===== src/dtq_pkg.sv =====
// Shared types and constants of the deadline timer queue.
`timescale 1ns / 1ps

package dtq_pkg;

   localparam int QUEUE_DEPTH_DEFAULT = 16;
   localparam int MAX_RESULTS         = 16;
   localparam int POP_CNT_W           = $clog2(MAX_RESULTS);
   localparam int DEADLINE_W          = 64;
   localparam int HANDLE_W            = 8;

   localparam logic MODE_ADD  = 1'b0;
   localparam logic MODE_TICK = 1'b1;

   localparam logic STATUS_FIRED  = 1'b0;
   localparam logic STATUS_REJECT = 1'b1;

   typedef struct packed {
      logic insert;
      logic latch_now;
      logic load_reject;
      logic fire;
      logic last;
   } dtq_cmd_type;

   typedef struct packed {
      logic full;
      logic head_due;
      logic next_due;
   } dtq_status_type;

endpackage


===== src/dtq_ctrl.sv =====
// Controller state machine of the deadline timer queue.
`timescale 1ns / 1ps

module dtq_ctrl (
   input  logic                   clock,
   input  logic                   reset,
   input  logic                   req_valid,
   output logic                   req_ready,
   input  logic                   req_mode,
   output logic                   rsp_valid,
   input  logic                   rsp_ready,
   input  dtq_pkg::dtq_status_type status,
   output dtq_pkg::dtq_cmd_type    cmd
);

   localparam logic ST_IDLE = 1'b0;
   localparam logic ST_POP  = 1'b1;

   logic                          state_ff, state_in;
   logic [dtq_pkg::POP_CNT_W-1:0] pop_cnt_ff, pop_cnt_in;
   logic                          rsp_valid_ff, rsp_valid_in;
   logic                          out_free;
   logic                          accept;
   logic                          last_pop;

   assign out_free  = !rsp_valid_ff || rsp_ready;
   assign req_ready = (state_ff == ST_IDLE) && out_free;
   assign accept    = req_valid && req_ready;
   assign rsp_valid = rsp_valid_ff;

   // The final pop of a tick is the one after which the new head is not due,
   // or the one that reaches the per-tick result limit.
   assign last_pop = !status.next_due ||
                     (pop_cnt_ff == dtq_pkg::POP_CNT_W'(dtq_pkg::MAX_RESULTS - 1));

   always_comb begin
      cmd.insert      = accept && (req_mode == dtq_pkg::MODE_ADD) && !status.full;
      cmd.load_reject = accept && (req_mode == dtq_pkg::MODE_ADD) && status.full;
      cmd.latch_now   = accept && (req_mode == dtq_pkg::MODE_TICK);
      cmd.fire        = (state_ff == ST_POP) && status.head_due && out_free;
      cmd.last        = cmd.load_reject || last_pop;
   end

   always_comb begin
      state_in   = state_ff;
      pop_cnt_in = pop_cnt_ff;
      case (state_ff)
         ST_IDLE: begin
            if (cmd.latch_now) begin
               state_in   = ST_POP;
               pop_cnt_in = '0;
            end
         end
         ST_POP: begin
            if (!status.head_due) begin
               state_in = ST_IDLE;
            end else if (cmd.fire) begin
               pop_cnt_in = pop_cnt_ff + 1'b1;
               if (last_pop) begin
                  state_in = ST_IDLE;
               end
            end
         end
         default: begin
            state_in = ST_IDLE;
         end
      endcase
   end

   always_comb begin
      if (cmd.load_reject || cmd.fire) begin
         rsp_valid_in = 1'b1;
      end else if (rsp_ready) begin
         rsp_valid_in = 1'b0;
      end else begin
         rsp_valid_in = rsp_valid_ff;
      end
   end

   always_ff @(posedge clock) begin
      if (reset) begin
         state_ff     <= ST_IDLE;
         pop_cnt_ff   <= '0;
         rsp_valid_ff <= 1'b0;
      end else begin
         state_ff     <= state_in;
         pop_cnt_ff   <= pop_cnt_in;
         rsp_valid_ff <= rsp_valid_in;
      end
   end

endmodule


===== src/dtq_datapath.sv =====
// Datapath of the deadline timer queue: sorted cell row, tick time and result word.
`timescale 1ns / 1ps

module dtq_datapath #(
   parameter int QUEUE_DEPTH = dtq_pkg::QUEUE_DEPTH_DEFAULT
) (
   input  logic                            clock,
   input  logic                            reset,
   input  logic [dtq_pkg::DEADLINE_W-1:0]  req_deadline,
   input  logic [dtq_pkg::HANDLE_W-1:0]    req_handle,
   input  logic [dtq_pkg::DEADLINE_W-1:0]  req_now_time,
   input  dtq_pkg::dtq_cmd_type            cmd,
   output dtq_pkg::dtq_status_type         status,
   output logic                            rsp_status,
   output logic [dtq_pkg::HANDLE_W-1:0]    rsp_fired_handle,
   output logic [dtq_pkg::DEADLINE_W-1:0]  rsp_fired_deadline,
   output logic                            rsp_last
);

   localparam int CNT_W = $clog2(QUEUE_DEPTH + 1);

   logic [dtq_pkg::DEADLINE_W-1:0] deadline_ff [QUEUE_DEPTH];
   logic [dtq_pkg::DEADLINE_W-1:0] deadline_in [QUEUE_DEPTH];
   logic [dtq_pkg::HANDLE_W-1:0]   handle_ff   [QUEUE_DEPTH];
   logic [dtq_pkg::HANDLE_W-1:0]   handle_in   [QUEUE_DEPTH];
   logic [QUEUE_DEPTH-1:0]         keep;
   logic [CNT_W-1:0]               count_ff, count_in;
   logic [dtq_pkg::DEADLINE_W-1:0] now_ff;

   logic                           status_ff;
   logic [dtq_pkg::HANDLE_W-1:0]   fired_handle_ff;
   logic [dtq_pkg::DEADLINE_W-1:0] fired_deadline_ff;
   logic                           last_ff;

   assign status.full     = (count_ff == CNT_W'(QUEUE_DEPTH));
   assign status.head_due = (count_ff != '0) && (deadline_ff[0] <= now_ff);
   assign status.next_due = (count_ff > CNT_W'(1)) && (deadline_ff[1] <= now_ff);

   // A cell keeps its entry on insertion when it holds a timer that is not later
   // than the new one; the kept cells form a prefix because the row is sorted.
   always_comb begin
      for (int i = 0; i < QUEUE_DEPTH; i++) begin
         keep[i] = (count_ff > CNT_W'(i)) && (deadline_ff[i] <= req_deadline);
      end
   end

   always_comb begin
      for (int i = 0; i < QUEUE_DEPTH; i++) begin
         deadline_in[i] = deadline_ff[i];
         handle_in[i]   = handle_ff[i];
         if (cmd.insert) begin
            if (!keep[i]) begin
               if (i == 0) begin
                  deadline_in[i] = req_deadline;
                  handle_in[i]   = req_handle;
               end else if (keep[i-1]) begin
                  deadline_in[i] = req_deadline;
                  handle_in[i]   = req_handle;
               end else begin
                  deadline_in[i] = deadline_ff[i-1];
                  handle_in[i]   = handle_ff[i-1];
               end
            end
         end else if (cmd.fire) begin
            if (i < QUEUE_DEPTH - 1) begin
               deadline_in[i] = deadline_ff[i+1];
               handle_in[i]   = handle_ff[i+1];
            end
         end
      end
   end

   always_comb begin
      count_in = count_ff;
      if (cmd.insert) begin
         count_in = count_ff + 1'b1;
      end else if (cmd.fire) begin
         count_in = count_ff - 1'b1;
      end
   end

   always_ff @(posedge clock) begin
      if (reset) begin
         count_ff <= '0;
      end else begin
         count_ff <= count_in;
      end
   end

   always_ff @(posedge clock) begin
      for (int i = 0; i < QUEUE_DEPTH; i++) begin
         deadline_ff[i] <= deadline_in[i];
         handle_ff[i]   <= handle_in[i];
      end
      if (cmd.latch_now) begin
         now_ff <= req_now_time;
      end
      if (cmd.load_reject) begin
         status_ff         <= dtq_pkg::STATUS_REJECT;
         fired_handle_ff   <= req_handle;
         fired_deadline_ff <= req_deadline;
         last_ff           <= cmd.last;
      end else if (cmd.fire) begin
         status_ff         <= dtq_pkg::STATUS_FIRED;
         fired_handle_ff   <= handle_ff[0];
         fired_deadline_ff <= deadline_ff[0];
         last_ff           <= cmd.last;
      end
   end

   assign rsp_status         = status_ff;
   assign rsp_fired_handle   = fired_handle_ff;
   assign rsp_fired_deadline = fired_deadline_ff;
   assign rsp_last           = last_ff;

endmodule


===== src/deadline_timer_queue.sv =====
// Top level of the deadline timer queue.
`timescale 1ns / 1ps

// A bounded queue of timers kept sorted by deadline; equal deadlines keep
// their arrival order. Request words (req_) either add a timer (deadline and
// handle) or carry the current time as a tick. Result words (rsp_) report a
// fired timer, or an add rejected because the queue holds QUEUE_DEPTH timers.
// On an add, the sorted row of cells compares every entry against the new
// deadline in parallel and shifts the later ones up at the accepting edge.
// A tick latches the time and then pops one due timer per cycle from the
// head while the result register is free, at most 16 per tick, the last one
// marked by rsp_last; a tick with nothing due still looks at the head.
// The cell row pops a single entry at a time. No new request is taken while
// a tick pops. Results pass through one output register; while a word waits
// there with rsp_ready low, the pop sequence waits and req_ready stays low.
// Reset empties the queue and drops any pending result word.

module deadline_timer_queue #(
   parameter int QUEUE_DEPTH = dtq_pkg::QUEUE_DEPTH_DEFAULT
) (
   input  logic                           clock,
   input  logic                           reset,
   input  logic                           req_valid,
   output logic                           req_ready,
   input  logic                           req_mode,
   input  logic [dtq_pkg::DEADLINE_W-1:0] req_deadline,
   input  logic [dtq_pkg::HANDLE_W-1:0]   req_handle,
   input  logic [dtq_pkg::DEADLINE_W-1:0] req_now_time,
   output logic                           rsp_valid,
   input  logic                           rsp_ready,
   output logic                           rsp_status,
   output logic [dtq_pkg::HANDLE_W-1:0]   rsp_fired_handle,
   output logic [dtq_pkg::DEADLINE_W-1:0] rsp_fired_deadline,
   output logic                           rsp_last
);

   dtq_pkg::dtq_cmd_type    cmd;
   dtq_pkg::dtq_status_type status;

   dtq_ctrl u_ctrl (
      .clock     (clock),
      .reset     (reset),
      .req_valid (req_valid),
      .req_ready (req_ready),
      .req_mode  (req_mode),
      .rsp_valid (rsp_valid),
      .rsp_ready (rsp_ready),
      .status    (status),
      .cmd       (cmd)
   );

   dtq_datapath #(
      .QUEUE_DEPTH (QUEUE_DEPTH)
   ) u_datapath (
      .clock              (clock),
      .reset              (reset),
      .req_deadline       (req_deadline),
      .req_handle         (req_handle),
      .req_now_time       (req_now_time),
      .cmd                (cmd),
      .status             (status),
      .rsp_status         (rsp_status),
      .rsp_fired_handle   (rsp_fired_handle),
      .rsp_fired_deadline (rsp_fired_deadline),
      .rsp_last           (rsp_last)
   );

   // A rejected add is always a single, final word.
   assert property (@(posedge clock) disable iff (reset)
      rsp_valid && (rsp_status == dtq_pkg::STATUS_REJECT) |-> rsp_last)
      else $error("rejected add word without last marker");

   // An add that finds the queue full is answered by a reject word next cycle.
   assert property (@(posedge clock) disable iff (reset)
      req_valid && req_ready && (req_mode == dtq_pkg::MODE_ADD) && status.full
      |=> rsp_valid && (rsp_status == dtq_pkg::STATUS_REJECT))
      else $error("full queue did not reject an add");

   // A tick blocks further requests while it examines the head.
   assert property (@(posedge clock) disable iff (reset)
      req_valid && req_ready && (req_mode == dtq_pkg::MODE_TICK) |=> !req_ready)
      else $error("request taken while a tick is in progress");

endmodule


===== config.mk =====
export PLATFORM = sky130hd
export DESIGN_NAME = deadline_timer_queue
export DESIGN_NICKNAME = d
export VERILOG_FILES = /design/src/dtq_pkg.sv /design/src/dtq_ctrl.sv /design/src/dtq_datapath.sv /design/src/deadline_timer_queue.sv
export SDC_FILE = /design/constraint.sdc
export NUM_CORES = 2
export LEC_CHECK = 0
export ABC_AREA = 1
export BUFFER_PORTS_ARGS = -buffer_cell sky130_fd_sc_hd__buf_4
export CAP_MARGIN = 20
export CORE_ASPECT_RATIO = 0.7
export CORE_UTILIZATION = 58
export CTS_CLUSTER_SIZE = 25
export DETAILED_ROUTE_END_ITERATION = 12
export PLACE_DENSITY = 0.78
export RECOVER_POWER = 25
export SLEW_MARGIN = 20
export SYNTH_ARGS = -nofsm -noshare
export SYNTH_HDL_FRONTEND = slang
export SYNTH_SLANG_ARGS = --single-unit

===== constraint.sdc =====
create_clock -name clock -period 6.6 [get_ports clock]
set_clock_uncertainty 0.05 [all_clocks]
set_input_delay 0.99 -clock clock [delete_from_list [all_inputs] [get_ports clock]]
set_output_delay 0.99 -clock clock [all_outputs]
set_load 0.05 [all_outputs]

==> impl_metrics.env <==
export IMPL_die_w_um=481
export IMPL_cts_root_buf="clkbuf_16"
export IMPL_grt_pass1_vias=81294
export IMPL_hold_viol=0
export IMPL_vdd_drop_max_mv=0.235
export IMPL_avgSynthCellArea_sq_um=7.63
export IMPL_antenna_found_initial=18
export IMPL_grt_pass1_wl_um=511000
export IMPL_globalplace_congestion=1.04
export IMPL_p_leak_nw=56.3
export IMPL_clk_pin_slew_worst_paths_ps=70
export IMPL_syn_cell_area_sq_um=93200
export IMPL_power_density_nw_per_um2=271
export IMPL_layout_min_cycle_time_ps=5910
export IMPL_ys_warn_count=0
export IMPL_initial_core_util=0.587
export IMPL_drt_iter0_drc=14014
export IMPL_portBuffers=216
export IMPL_synth_seq_area_share=0.418
export IMPL_cts_setup_buffers=0
export IMPL_cts_buffers=142
export IMPL_clkLatencyLatePin_ps=850
export IMPL_path_delay_family="simple AND/OR/NAND/NOR gates"
export IMPL_postSynthCellCount=12217
export IMPL_wl_um=352000
export IMPL_row_count=122
export IMPL_ys_seq_elements=1301
export IMPL_p_comb_frac=0.285
export IMPL_startpoint_type="register"
export IMPL_postCtsResizedCells=0
export IMPL_syn_nets=13516
export IMPL_worst_pin_slew_ps=3070
export IMPL_rsz0062_at_grt="false"
export IMPL_tns_ps=0
export IMPL_min_from="req_now_time[3]"
export IMPL_hold_class="in -> reg"
export IMPL_firstDrtPassIters=7
export IMPL_cts_buffer_depth=3
export IMPL_nFillCells=13674
export IMPL_drv_cap=7
export IMPL_worstPathArrival_ps=6430
export IMPL_grt_max_degree=209
export IMPL_synth_ff_type="edfxtp_1"
export IMPL_cp_slowest_cell="nor2_1"
export IMPL_path_cells="inv_1 > ha_1 > nand2_1 > nor2_1 > nor2_1 > inv_4 > buf_6 > nand2_1 > nand2_1"
export IMPL_p_sw_frac=0.369
export IMPL_clkPwrFrac=0.302
export IMPL_fmax_ghz=0.169
export IMPL_rr_worst_depth=9
export IMPL_via_per_inst=6.01
export IMPL_critPathMostFrequentCell="nand2_1"
export IMPL_worstPathMaxFanout=152
export IMPL_dp_final_hpwl_um=246000
export IMPL_stdcell_area_sq_um=101000
export IMPL_synth_top_area_share=0.415
export IMPL_yosys_cell_types_count=47
export IMPL_whs_path_depth=1
export IMPL_hold_buffers=0
export IMPL_areaGrowthSynthToFinish_pct=8.54
export IMPL_cts_sinks=1301
export IMPL_cts_max_level=4
export IMPL_synth_edf_count=1289
export IMPL_finalNetCount=13609
export IMPL_cts_tree="built"
export IMPL_pwr_share_seq=0.413
export IMPL_mostFrequentLayoutCells="nand2_1, inv_1, edfxtp_1"
export IMPL_path_depth=9
export IMPL_slew_viol_final=372
export IMPL_slew_headroom=-1.04
export IMPL_num_vias=87359
export IMPL_p_int_mw=17.3
export IMPL_end_kind="register"
export IMPL_grtUsageTotal=0.425
export IMPL_r2r_start="u_datapath.count_ff[1]"
export IMPL_ant_nets=0
export IMPL_grt_ovfl_total=0
export IMPL_ios=217
export IMPL_dieArea_sq_um=162000
export IMPL_setup_violations=0
export IMPL_die_y_um=337
export IMPL_drcViolationCount=0
export IMPL_violations="max-capacitance violations, max-slew violations"
export IMPL_worstSetupPathType="reg -> reg"
export IMPL_coreArea_sq_um=159000
export IMPL_yosys_top_cells_area="edfxtp_1, nand2_1, ha_1"
export IMPL_cpPeakStageDelay_ps=1890
export IMPL_net_switching_power_mw=10.1
export IMPL_drt_wirelength_per_cell_um=24.2
export IMPL_drive_gt1_frac=0.0462
export IMPL_dpl_cell_area_sq_um=97000
export IMPL_crit_buf_inv=3
export IMPL_critical_path_required_ps=7120
export IMPL_fin_crit_sh=0.895
export IMPL_yosys_area_top_type="edfxtp_1"
export IMPL_status="finished with violations"
export IMPL_final_common_cell="nand2_1"
export IMPL_crit_start="u_datapath.count_ff[1]"
export IMPL_async_flop_share=0
## layout make-up
type	count	area, sq um	share of cell area
well taps	2108	2640	0.0261
flip-flops and latches	1301	38900	0.385
inverters	1361	5110	0.0505
clock inverters	94	892	0.00882
clock buffers	166	3690	0.0364
diodes	3	7.51	0.0000742
repair buffers	388	2950	0.0292
multi-input cells	9116	47000	0.464
## synthesized netlist by cell type (all sizes together) (3+ instances only)
cell type / count
edfxtp: 1289
clkbuf: 113
a21boi: 4
o21ai: 348
a21oi: 565
o211ai: 12
and3: 3
nand3b: 5
inv: 1361
nor4: 36
o21bai: 13
nand2: 6300
nand3: 190
nor3: 73
ha: 1158
o21a: 17
a21o: 5
nor2: 267
dfxtp: 12
buf: 326
xor2: 3
nand4: 95
a41oi: 5
nor3b: 3
## kinds of logic (layout without fill, tap and decap cells)
| group | after synthesis | count (layout) | share of synthesized area |
|---|---|---|---|
| xor+xnor | 5 | 5 | 0.000470 |
| simple gates | 6979 | 6979 | 0.291 |
| buf+inv | 1800 | 2009 | 0.0813 |
| compound gates | 974 | 974 | 0.0541 |
| flops | 1301 | 1301 | 0.418 |
| other cells | 0 | 3 | 0 |
| fa+ha+maj | 1158 | 1158 | 0.155 |
## layer usage
| layer | GRT usage | part of all wire | vias to the layer above |
|---|---|---|---|
| met5 | 0 | 0.00087 | - |
| met4 | 0.200 | 0.051 | 16 |
| met3 | 0.148 | 0.17 | 895 |
| met2 | 0.583 | 0.39 | 6747 |
| met1 | 0.594 | 0.39 | 40338 |
| li1 | - | - | 39363 |
## registers in the layout (all words and copies together) (netlist names)
signal	cells
u_datapath.deadline_ff	1024
u_datapath.handle_ff	128
u_datapath.now_ff	64
u_datapath.rsp_fired_deadline	64
u_datapath.rsp_fired_handle	8
u_datapath.count_ff	5
u_ctrl.pop_cnt_ff	4
u_ctrl.rsp_valid	1
u_ctrl.state_ff	1
u_datapath.rsp_last	1
u_datapath.rsp_status	1
## per-stage QoR
stage | util | hold WS (ps) | cells | power, mW | setup slack [ps]
after floorplan | - | 433 | 12217 | 16.0 | 137
after global placement | 0.611 | 388 | 14272 | 18.5 | 774
after detailed placement | 0.611 | 403 | 14273 | 18.8 | 583
after CTS | 0.640 | 231 | 14533 | 27.0 | 1470
after global routing | 0.637 | 277 | 14536 | 28.3 | 562
final | 0.637 | 283 | 14537 | 27.4 | 694
## power groups by stage
| stage | combinational (mW) | sequential, mW | clock [mW] |
|---|---|---|---|
| after floorplan | 4.82 | 11.2 | 0 |
| after detailed placement | 7.44 | 11.4 | 0 |
| after global routing | 8.48 | 11.3 | 8.53 |
| after CTS | 7.49 | 11.2 | 8.23 |
| after global placement | 7.15 | 11.4 | 0 |
| final | 7.80 | 11.3 | 8.27 |
## worst paths after layout
kind | to | slack (ps)
worst max-delay path | u_datapath.deadline_ff[1][417] | 690
worst min-delay path | u_datapath.now_ff[3] | 280
worst max register to register | u_datapath.deadline_ff[1][417] | 690
worst min register to register | u_datapath.rsp_status | 410
No activity file was read; power rests on OpenSTA's default activity.
